## src/sv/ssp_pkg.sv

```systemverilog
// Package with shared types, constants and the CRC byte update for the SSP deframer.
package ssp_pkg;

  localparam logic [7:0]  DELIM_RESET   = 8'hC0;
  localparam logic [7:0]  ESCAPE_RESET  = 8'hDB;
  localparam logic [7:0]  MAX_RESET     = 8'd234;
  localparam logic [15:0] CRC_POLY      = 16'h8408;
  localparam logic [15:0] CRC_INIT      = 16'hFFFF;
  localparam int          APB_ADDR_W    = 4;

  // Register indexes on the configuration port.
  localparam logic [1:0] REG_DELIM  = 2'd0;
  localparam logic [1:0] REG_ESCAPE = 2'd1;
  localparam logic [1:0] REG_MAX    = 2'd2;

  typedef enum logic [2:0] {
    KIND_PAYLOAD   = 3'd0,
    KIND_GOOD      = 3'd1,
    KIND_CRC_ERROR = 3'd2,
    KIND_SHORT     = 3'd3,
    KIND_OVERFLOW  = 3'd4
  } kind_t;

  typedef struct packed {
    logic [7:0] delimiter_byte;
    logic [7:0] escape_byte;
    logic [7:0] max_frame_bytes;
  } cfg_t;

  // Reflected CRC-16 update over one byte, least significant bit first.
  function automatic logic [15:0] crc_feed(input logic [15:0] crc, input logic [7:0] b);
    logic [15:0] c;
    c = crc;
    for (int k = 0; k < 8; k++) begin
      if (c[0] ^ b[k]) begin
        c = (c >> 1) ^ CRC_POLY;
      end else begin
        c = c >> 1;
      end
    end
    return c;
  endfunction

endpackage

```

## src/sv/ssp_cfg.sv

```systemverilog
// APB configuration registers of the SSP deframer.
module ssp_cfg (
  input  logic                             clk,
  input  logic                             rst,
  input  logic                             psel,
  input  logic                             penable,
  input  logic                             pwrite,
  input  logic [ssp_pkg::APB_ADDR_W-1:0]   paddr,
  input  logic [31:0]                      pwdata,
  output logic [31:0]                      prdata,
  output logic                             pready,
  output ssp_pkg::cfg_t                    cfg
);
  import ssp_pkg::*;

  logic [1:0] reg_index;
  logic       write_en;

  assign reg_index = paddr[3:2];
  assign write_en  = psel && penable && pwrite;
  assign pready    = 1'b1;

  // Register writes on the access cycle of a write transaction.
  always_ff @(posedge clk) begin
    if (rst) begin
      cfg.delimiter_byte  <= DELIM_RESET;
      cfg.escape_byte     <= ESCAPE_RESET;
      cfg.max_frame_bytes <= MAX_RESET;
    end else if (write_en) begin
      unique case (reg_index)
        REG_DELIM:  cfg.delimiter_byte  <= pwdata[7:0];
        REG_ESCAPE: cfg.escape_byte     <= pwdata[7:0];
        REG_MAX:    cfg.max_frame_bytes <= pwdata[7:0];
        default: ;
      endcase
    end
  end

  // Read data; unused addresses read as zero.
  always_comb begin
    unique case (reg_index)
      REG_DELIM:  prdata = {24'd0, cfg.delimiter_byte};
      REG_ESCAPE: prdata = {24'd0, cfg.escape_byte};
      REG_MAX:    prdata = {24'd0, cfg.max_frame_bytes};
      default:    prdata = 32'd0;
    endcase
  end

endmodule

```

## src/sv/ssp_core.sv

```systemverilog
// Deframing, unstuffing, two-byte hold and CRC check between an input and a result register.
module ssp_core (
  input  logic            clk,
  input  logic            rst,
  input  ssp_pkg::cfg_t   cfg,
  input  logic            in_valid,
  output logic            in_ready,
  input  logic [7:0]      in_byte,
  output logic            out_valid,
  input  logic            out_ready,
  output ssp_pkg::kind_t  out_kind,
  output logic [7:0]      out_byte,
  output logic            out_end,
  output logic [7:0]      out_index
);
  import ssp_pkg::*;

  // Input register.
  logic       stage_valid;
  logic [7:0] stage_byte;

  // Frame state.
  logic        inside_frame, inside_frame_next;
  logic        escape_pending, escape_pending_next;
  logic [15:0] crc_register, crc_register_next;
  logic [7:0]  hold_older, hold_older_next;
  logic [7:0]  hold_newer, hold_newer_next;
  logic [1:0]  held_count, held_count_next;
  logic [7:0]  frame_byte_count, frame_byte_count_next;
  logic        overflowed, overflowed_next;

  logic        res_valid;
  kind_t       res_kind;
  logic [7:0]  res_byte;
  logic        res_end;
  logic [7:0]  res_index;
  logic        is_data;
  logic        advance;
  logic        out_free;

  assign out_free = !out_valid || out_ready;
  assign advance  = stage_valid && out_free;
  assign in_ready = !stage_valid || advance;

  // Input register: refilled when empty or whenever the held byte moves on.
  always_ff @(posedge clk) begin
    if (rst) begin
      stage_valid <= 1'b0;
    end else if (in_ready) begin
      stage_valid <= in_valid;
    end
    if (in_ready && in_valid) begin
      stage_byte <= in_byte;
    end
  end

  // Decision for the byte in the input register.
  always_comb begin
    inside_frame_next     = inside_frame;
    escape_pending_next   = escape_pending;
    crc_register_next     = crc_register;
    hold_older_next       = hold_older;
    hold_newer_next       = hold_newer;
    held_count_next       = held_count;
    frame_byte_count_next = frame_byte_count;
    overflowed_next       = overflowed;
    res_valid             = 1'b0;
    res_kind              = KIND_PAYLOAD;
    res_byte              = 8'd0;
    res_end               = 1'b0;
    res_index             = 8'd0;
    is_data               = 1'b0;

    priority if (!inside_frame) begin
      if (stage_byte == cfg.delimiter_byte) begin
        inside_frame_next     = 1'b1;
        escape_pending_next   = 1'b0;
        crc_register_next     = CRC_INIT;
        hold_older_next       = 8'd0;
        hold_newer_next       = 8'd0;
        held_count_next       = 2'd0;
        frame_byte_count_next = 8'd0;
        overflowed_next       = 1'b0;
      end
    end else if (escape_pending) begin
      escape_pending_next = 1'b0;
      is_data             = 1'b1;
    end else if (stage_byte == cfg.delimiter_byte) begin
      // Closing delimiter: one status result.
      inside_frame_next   = 1'b0;
      escape_pending_next = 1'b0;
      res_valid           = 1'b1;
      res_end             = 1'b1;
      priority if (overflowed) begin
        res_kind = KIND_OVERFLOW;
      end else if (held_count < 2'd2) begin
        res_kind = KIND_SHORT;
      end else if (crc_register[7:0] == hold_older && crc_register[15:8] == hold_newer) begin
        res_kind = KIND_GOOD;
      end else begin
        res_kind = KIND_CRC_ERROR;
      end
    end else if (stage_byte == cfg.escape_byte) begin
      escape_pending_next = 1'b1;
    end else begin
      is_data = 1'b1;
    end

    // Data byte: limit check, then the two-byte hold stage.
    if (is_data) begin
      if (frame_byte_count >= cfg.max_frame_bytes) begin
        overflowed_next = 1'b1;
      end else begin
        frame_byte_count_next = frame_byte_count + 8'd1;
        unique case (held_count)
          2'd0: begin
            hold_older_next = stage_byte;
            held_count_next = 2'd1;
          end
          2'd1: begin
            hold_newer_next = stage_byte;
            held_count_next = 2'd2;
          end
          default: begin
            hold_older_next   = hold_newer;
            hold_newer_next   = stage_byte;
            crc_register_next = crc_feed(crc_register, hold_older);
            res_valid         = 1'b1;
            res_kind          = KIND_PAYLOAD;
            res_byte          = hold_older;
            res_index         = frame_byte_count - 8'd2;
          end
        endcase
      end
    end
  end

  // Frame state advances with each byte taken from the input register.
  always_ff @(posedge clk) begin
    if (rst) begin
      inside_frame     <= 1'b0;
      escape_pending   <= 1'b0;
      crc_register     <= CRC_INIT;
      hold_older       <= 8'd0;
      hold_newer       <= 8'd0;
      held_count       <= 2'd0;
      frame_byte_count <= 8'd0;
      overflowed       <= 1'b0;
    end else if (advance) begin
      inside_frame     <= inside_frame_next;
      escape_pending   <= escape_pending_next;
      crc_register     <= crc_register_next;
      hold_older       <= hold_older_next;
      hold_newer       <= hold_newer_next;
      held_count       <= held_count_next;
      frame_byte_count <= frame_byte_count_next;
      overflowed       <= overflowed_next;
    end
  end

  // Result register.
  always_ff @(posedge clk) begin
    if (rst) begin
      out_valid <= 1'b0;
    end else if (out_free) begin
      out_valid <= advance && res_valid;
    end
    if (advance && res_valid) begin
      out_kind  <= res_kind;
      out_byte  <= res_byte;
      out_end   <= res_end;
      out_index <= res_index;
    end
  end

endmodule

```

## src/sv/ssp_frame_deframer_crc_check.sv

```systemverilog
// Top level of the SSP deframer with CRC-16 check.
//
//  Channel | Direction | Contents
//  s_axis  | in        | tdata[7:0] rx_byte
//  m_axis  | out       | tdata payload_byte, payload_index; tuser result_kind; tlast frame_end
//  apb     | in/out    | delimiter_byte @0x0, escape_byte @0x4, max_frame_bytes @0x8
//
// One byte is accepted every cycle unless the result register stalls; each byte is held in
// the input register, and its result, if any, is then registered in the result register.
// The byte-wide CRC update and the stuffing decision sit between those two registers.
// Reset is synchronous and active high and returns all frame state to idle.
// A stalled result register holds the input register, and s_tready falls only then.
module ssp_frame_deframer_crc_check (
  input  logic                            clk,
  input  logic                            rst,
  input  logic                            s_tvalid,
  output logic                            s_tready,
  input  logic [7:0]                      s_tdata,   // [7:0] rx_byte
  output logic                            m_tvalid,
  input  logic                            m_tready,
  output logic [15:0]                     m_tdata,   // [7:0] payload_byte, [15:8] payload_index
  output logic [2:0]                      m_tuser,   // [2:0] result_kind
  output logic                            m_tlast,   // frame_end
  input  logic                            psel,
  input  logic                            penable,
  input  logic                            pwrite,
  input  logic [ssp_pkg::APB_ADDR_W-1:0]  paddr,
  input  logic [31:0]                     pwdata,
  output logic [31:0]                     prdata,
  output logic                            pready
);
  import ssp_pkg::*;

  cfg_t       cfg;
  kind_t      out_kind;
  logic [7:0] out_byte;
  logic [7:0] out_index;

  // Configuration registers.
  ssp_cfg u_cfg (
    .clk     (clk),
    .rst     (rst),
    .psel    (psel),
    .penable (penable),
    .pwrite  (pwrite),
    .paddr   (paddr),
    .pwdata  (pwdata),
    .prdata  (prdata),
    .pready  (pready),
    .cfg     (cfg)
  );

  // Deframing datapath.
  ssp_core u_core (
    .clk       (clk),
    .rst       (rst),
    .cfg       (cfg),
    .in_valid  (s_tvalid),
    .in_ready  (s_tready),
    .in_byte   (s_tdata),
    .out_valid (m_tvalid),
    .out_ready (m_tready),
    .out_kind  (out_kind),
    .out_byte  (out_byte),
    .out_end   (m_tlast),
    .out_index (out_index)
  );

  // Pack the result fields onto the stream.
  assign m_tdata = {out_index, out_byte};
  assign m_tuser = out_kind;

endmodule

```

## config.mk

```make
export PLATFORM = sky130hd
export DESIGN_NAME = ssp_frame_deframer_crc_check
export DESIGN_NICKNAME = d
export VERILOG_FILES = /design/src/sv/ssp_pkg.sv /design/src/sv/ssp_cfg.sv /design/src/sv/ssp_core.sv /design/src/sv/ssp_frame_deframer_crc_check.sv
export SDC_FILE = /design/constraint.sdc
export NUM_CORES = 1
export LEC_CHECK = 0
export BUFFER_PORTS_ARGS = -buffer_cell sky130_fd_sc_hd__buf_2
export CAP_MARGIN = 40
export CORE_MARGIN = 2
export CORE_UTILIZATION = 50
export DETAILED_ROUTE_END_ITERATION = 10
export PLACE_DENSITY_LB_ADDON = 0.15
export SLEW_MARGIN = 25
export SYNTH_ARGS = -nofsm -noshare
export SYNTH_HDL_FRONTEND = slang
export SYNTH_SLANG_ARGS = --single-unit
```

## constraint.sdc

```tcl
create_clock -name clk -period 8 [get_ports clk]
set_input_delay 0.4 -clock clk [delete_from_list [all_inputs] [get_ports clk]]
set_output_delay 0.4 -clock clk [all_outputs]
set_load 0.01 [all_outputs]
```

==> impl_metrics.json <==
{
  "status": "completed",
  "cts_tree": "yes",
  "crit_path_end_kind": "flop",
  "wl_met1_um": 5280,
  "worstSkewPairLatency_ns": 0.37,
  "first_iter_violations": 210,
  "ant_nets": 0,
  "die-area_mm2": 0.0111,
  "slew_headroom_pct": 42.9,
  "ys_seq_area_share_pct": 44.0,
  "nets": 659,
  "synthTopCellsByCount": "73 x nor2_1, 71 x dfxtp_1, 62 x nand2_1",
  "power_density_mw_per_mm2": 160,
  "cts_buffers": 9,
  "wl_um": 10800,
  "arrival_ns": 3.07,
  "finalCritPeriodShare_pct": 37.4,
  "ctsHoldBuffers": 0,
  "cts_resized": 0,
  "synth.distinct_cells": 49,
  "ir_worst_vdd_mv": 0.0849,
  "synth-edff-count": 28,
  "finalSetupTns_ns": 0,
  "synth_top_cell_by_area": "dfxtp_1",
  "yosysMostFrequentCell": "nor2_1",
  "grt_start_max_net_pins": 35,
  "crit_chain": "xnor2_1 > nand4_1 > or2_1 > a21o_4 > nand4_1 > buf_6 > a21oi_2 > buf_6",
  "multi_input_area_mm2": 0.00256,
  "drtPass1Iterations": 5,
  "leakagePower_uw": 0.00231,
  "path_buf_inv": 2,
  "syn_inst": 557,
  "post_cts_buffers": 0,
  "cp-start-kind": "flop",
  "grt_pass1_wl_um": 17500,
  "core_mm2": 0.0101,
  "hold_viol": 0,
  "dp_hpwl_um": 7970,
  "num_vias": 3852,
  "highest_layer": "met4",
  "worst-endpoint-required_ns": 8.08,
  "grt_antenna_before_repair": 0,
  "ys_ff_latch": 99,
  "drv_cap": 0,
  "fin_crit_ns": 2.99,
  "netlist_area_mm2": 0.00514,
  "track_usage_pct": 20.1,
  "fillCellCount": 954,
  "synthArstFlopShare_pct": 0,
  "die_x_um": 105,
  "initial_core_util_pct": 50.7,
  "slowest_stage": "edfxtp_1",
  "holdCritPathClass": "in2reg",
  "die_y_um": 105,
  "path_clk_slew_ns": 0.09,
  "dr_wl_met3_um": 661,
  "vias_per_cell": 5.22,
  "fmax_mhz": 334,
  "cts-root-buf": "clkbuf_8",
  "setup_viol": 0,
  "wl_per_cell_um": 14.6,
  "drcViolationCount": 0,
  "rsz0062_at_grt": "false",
  "synth_top_area_share_pct": 27.6,
  "tightest_slew_ns": 0.857,
  "grt_pass1_vias": 3574,
  "final-max-slew-violation-count": 0,
  "drive_gt1_share_pct": 13.5,
  "htree_levels": 3,
  "wl_met2_um": 4650,
  "io_buffers": 54,
  "finClkSkew_ns": 0.0132,
  "syn_to_final_growth_pct": 8.95,
  "cts.sinks": 99,
  "avgSynthCellArea_um2": 9.23,
  "grt.overflow.total": 0,
  "antennaDiodeCount": 0,
  "slowest_delay_ns": 0.53,
  "yosysWarnings": 0,
  "path_max_fanout": 22,
  "synth_flop_cell": "dfxtp_1",
  "post-route-util_pct": 55.3,
  "synthTopCellsByArea": "dfxtp_1 28%, edfxtp_1 16%, mux2i_1 8.8%, nor2_1 5.3%, xnor2_1 4.9%",
  "gp_congestion": 0.845,
  "rows": 37,
  "register_area_mm2": 0.00226,
  "ios": 106,
  "cpLargestDelayFamily": "compound AO/OA/AOI/OAI gates",
  "path_class": "reg2reg",
  "cts_buffer_depth": 2
}
==> placed cells by master, fill, tap and decap left out, types with 9 or more instances in the layout <==
cell type | synthesis | layout
dfxtp_1 | 71 | 71
xor2_1 | 25 | 25
o21ai_0 | 15 | 15
nand3_1 | 26 | 26
edfxtp_1 | 28 | 28
mux2i_1 | 45 | 45
inv_1 | 23 | 23
clkbuf_8 | 0 | 9
nand2_1 | 62 | 62
nand4_1 | 10 | 10
ha_1 | 11 | 11
xnor2_1 | 29 | 29
nor2_1 | 73 | 73
buf_2 | 4 | 54
a21oi_1 | 11 | 10
conb_1 | 2 | 25
==> kinds of logic after synthesis <==
logic type | share of synthesized area (%)
and+or+nand+nor | 17.5
DFF | 44.0
buffers and inverters | 7.98
AOI/OAI and AO/OA | 9.54
xor gates and xnor gates | 9.20
muxes | 8.98
adders and majority gates | 2.68
other | 0.146
==> worst reg2reg max path, delay by kind of cell, from the launching register on <==
kind            cells  cell delay, ns
simple gates        3            0.71
xor+xnor            1            0.18
flops               1            0.53
buf+inv             2            0.48
compound gates      2            0.80
==> cell type report <==
cell class,count,area share (%)
multi-input combinational,404,45.7
sequential,99,40.4
timing repair buffer,59,5.98
tap,136,3.04
clock buffer,10,2.28
inverter,24,1.61
clock inverter,6,1.03
==> final timing paths <==
kind	start	endpoint	slack, ns	depth (start not counted)
max	u_core.stage_byte[5]$_DFFE_PP_	u_core.out_index[5]$_SDFFCE_PP0P_	5.01	8
min	s_tdata[3]	u_core.stage_byte[3]$_DFFE_PP_	0.20	1
max reg2reg	u_core.stage_byte[5]$_DFFE_PP_	u_core.out_index[5]$_SDFFCE_PP0P_	5.01	8
min reg2reg	u_core.hold_newer[3]$_SDFFE_PP0P_	u_core.hold_newer[3]$_SDFFE_PP0P_	0.50	2
==> routing by layer <==
layer,track usage [%],vias to the layer above
li1,-,1938
met1,28.4,1774
met2,30.5,129
met3,4.58,11
met4,6.29,0
met5,0,-
==> stage by stage <==
step                      power (uW)  cell area [um^2]  instances  setup slack, ns  hold slack [ns]
final                            896              5600        738             5.01            0.201
after global routing             931              5600        738             4.83            0.177
after CTS                        904              5580        736             4.54            0.189
after detailed placement         596              5400        720             4.56            0.479
after global placement           594              5360        718             4.43            0.462
after floorplan                  583              5230        580             5.03            0.447
==> where the power goes <==
part           switching, uW  internal (uW)  leakage (uW)  total, uW
clock                    168            143     0.0000974        311
combinational           37.3           21.4       0.00138       58.7
sequential              8.16            519      0.000833        527
==> sequential cells by signal, summed over array words and instances, names as in the netlist, 2 cells and up <==
register / flops
u_core.crc_register: 16
u_core.held_count: 2
u_core.out_byte: 8
u_core.frame_byte_count: 8
u_cfg.cfg: 24
u_core.out_index: 8
u_core.stage_byte: 8
u_core.hold_older: 8
u_core.hold_newer: 8
u_core.out_kind: 3
Note: power is estimated with default switching activity, not from simulation.
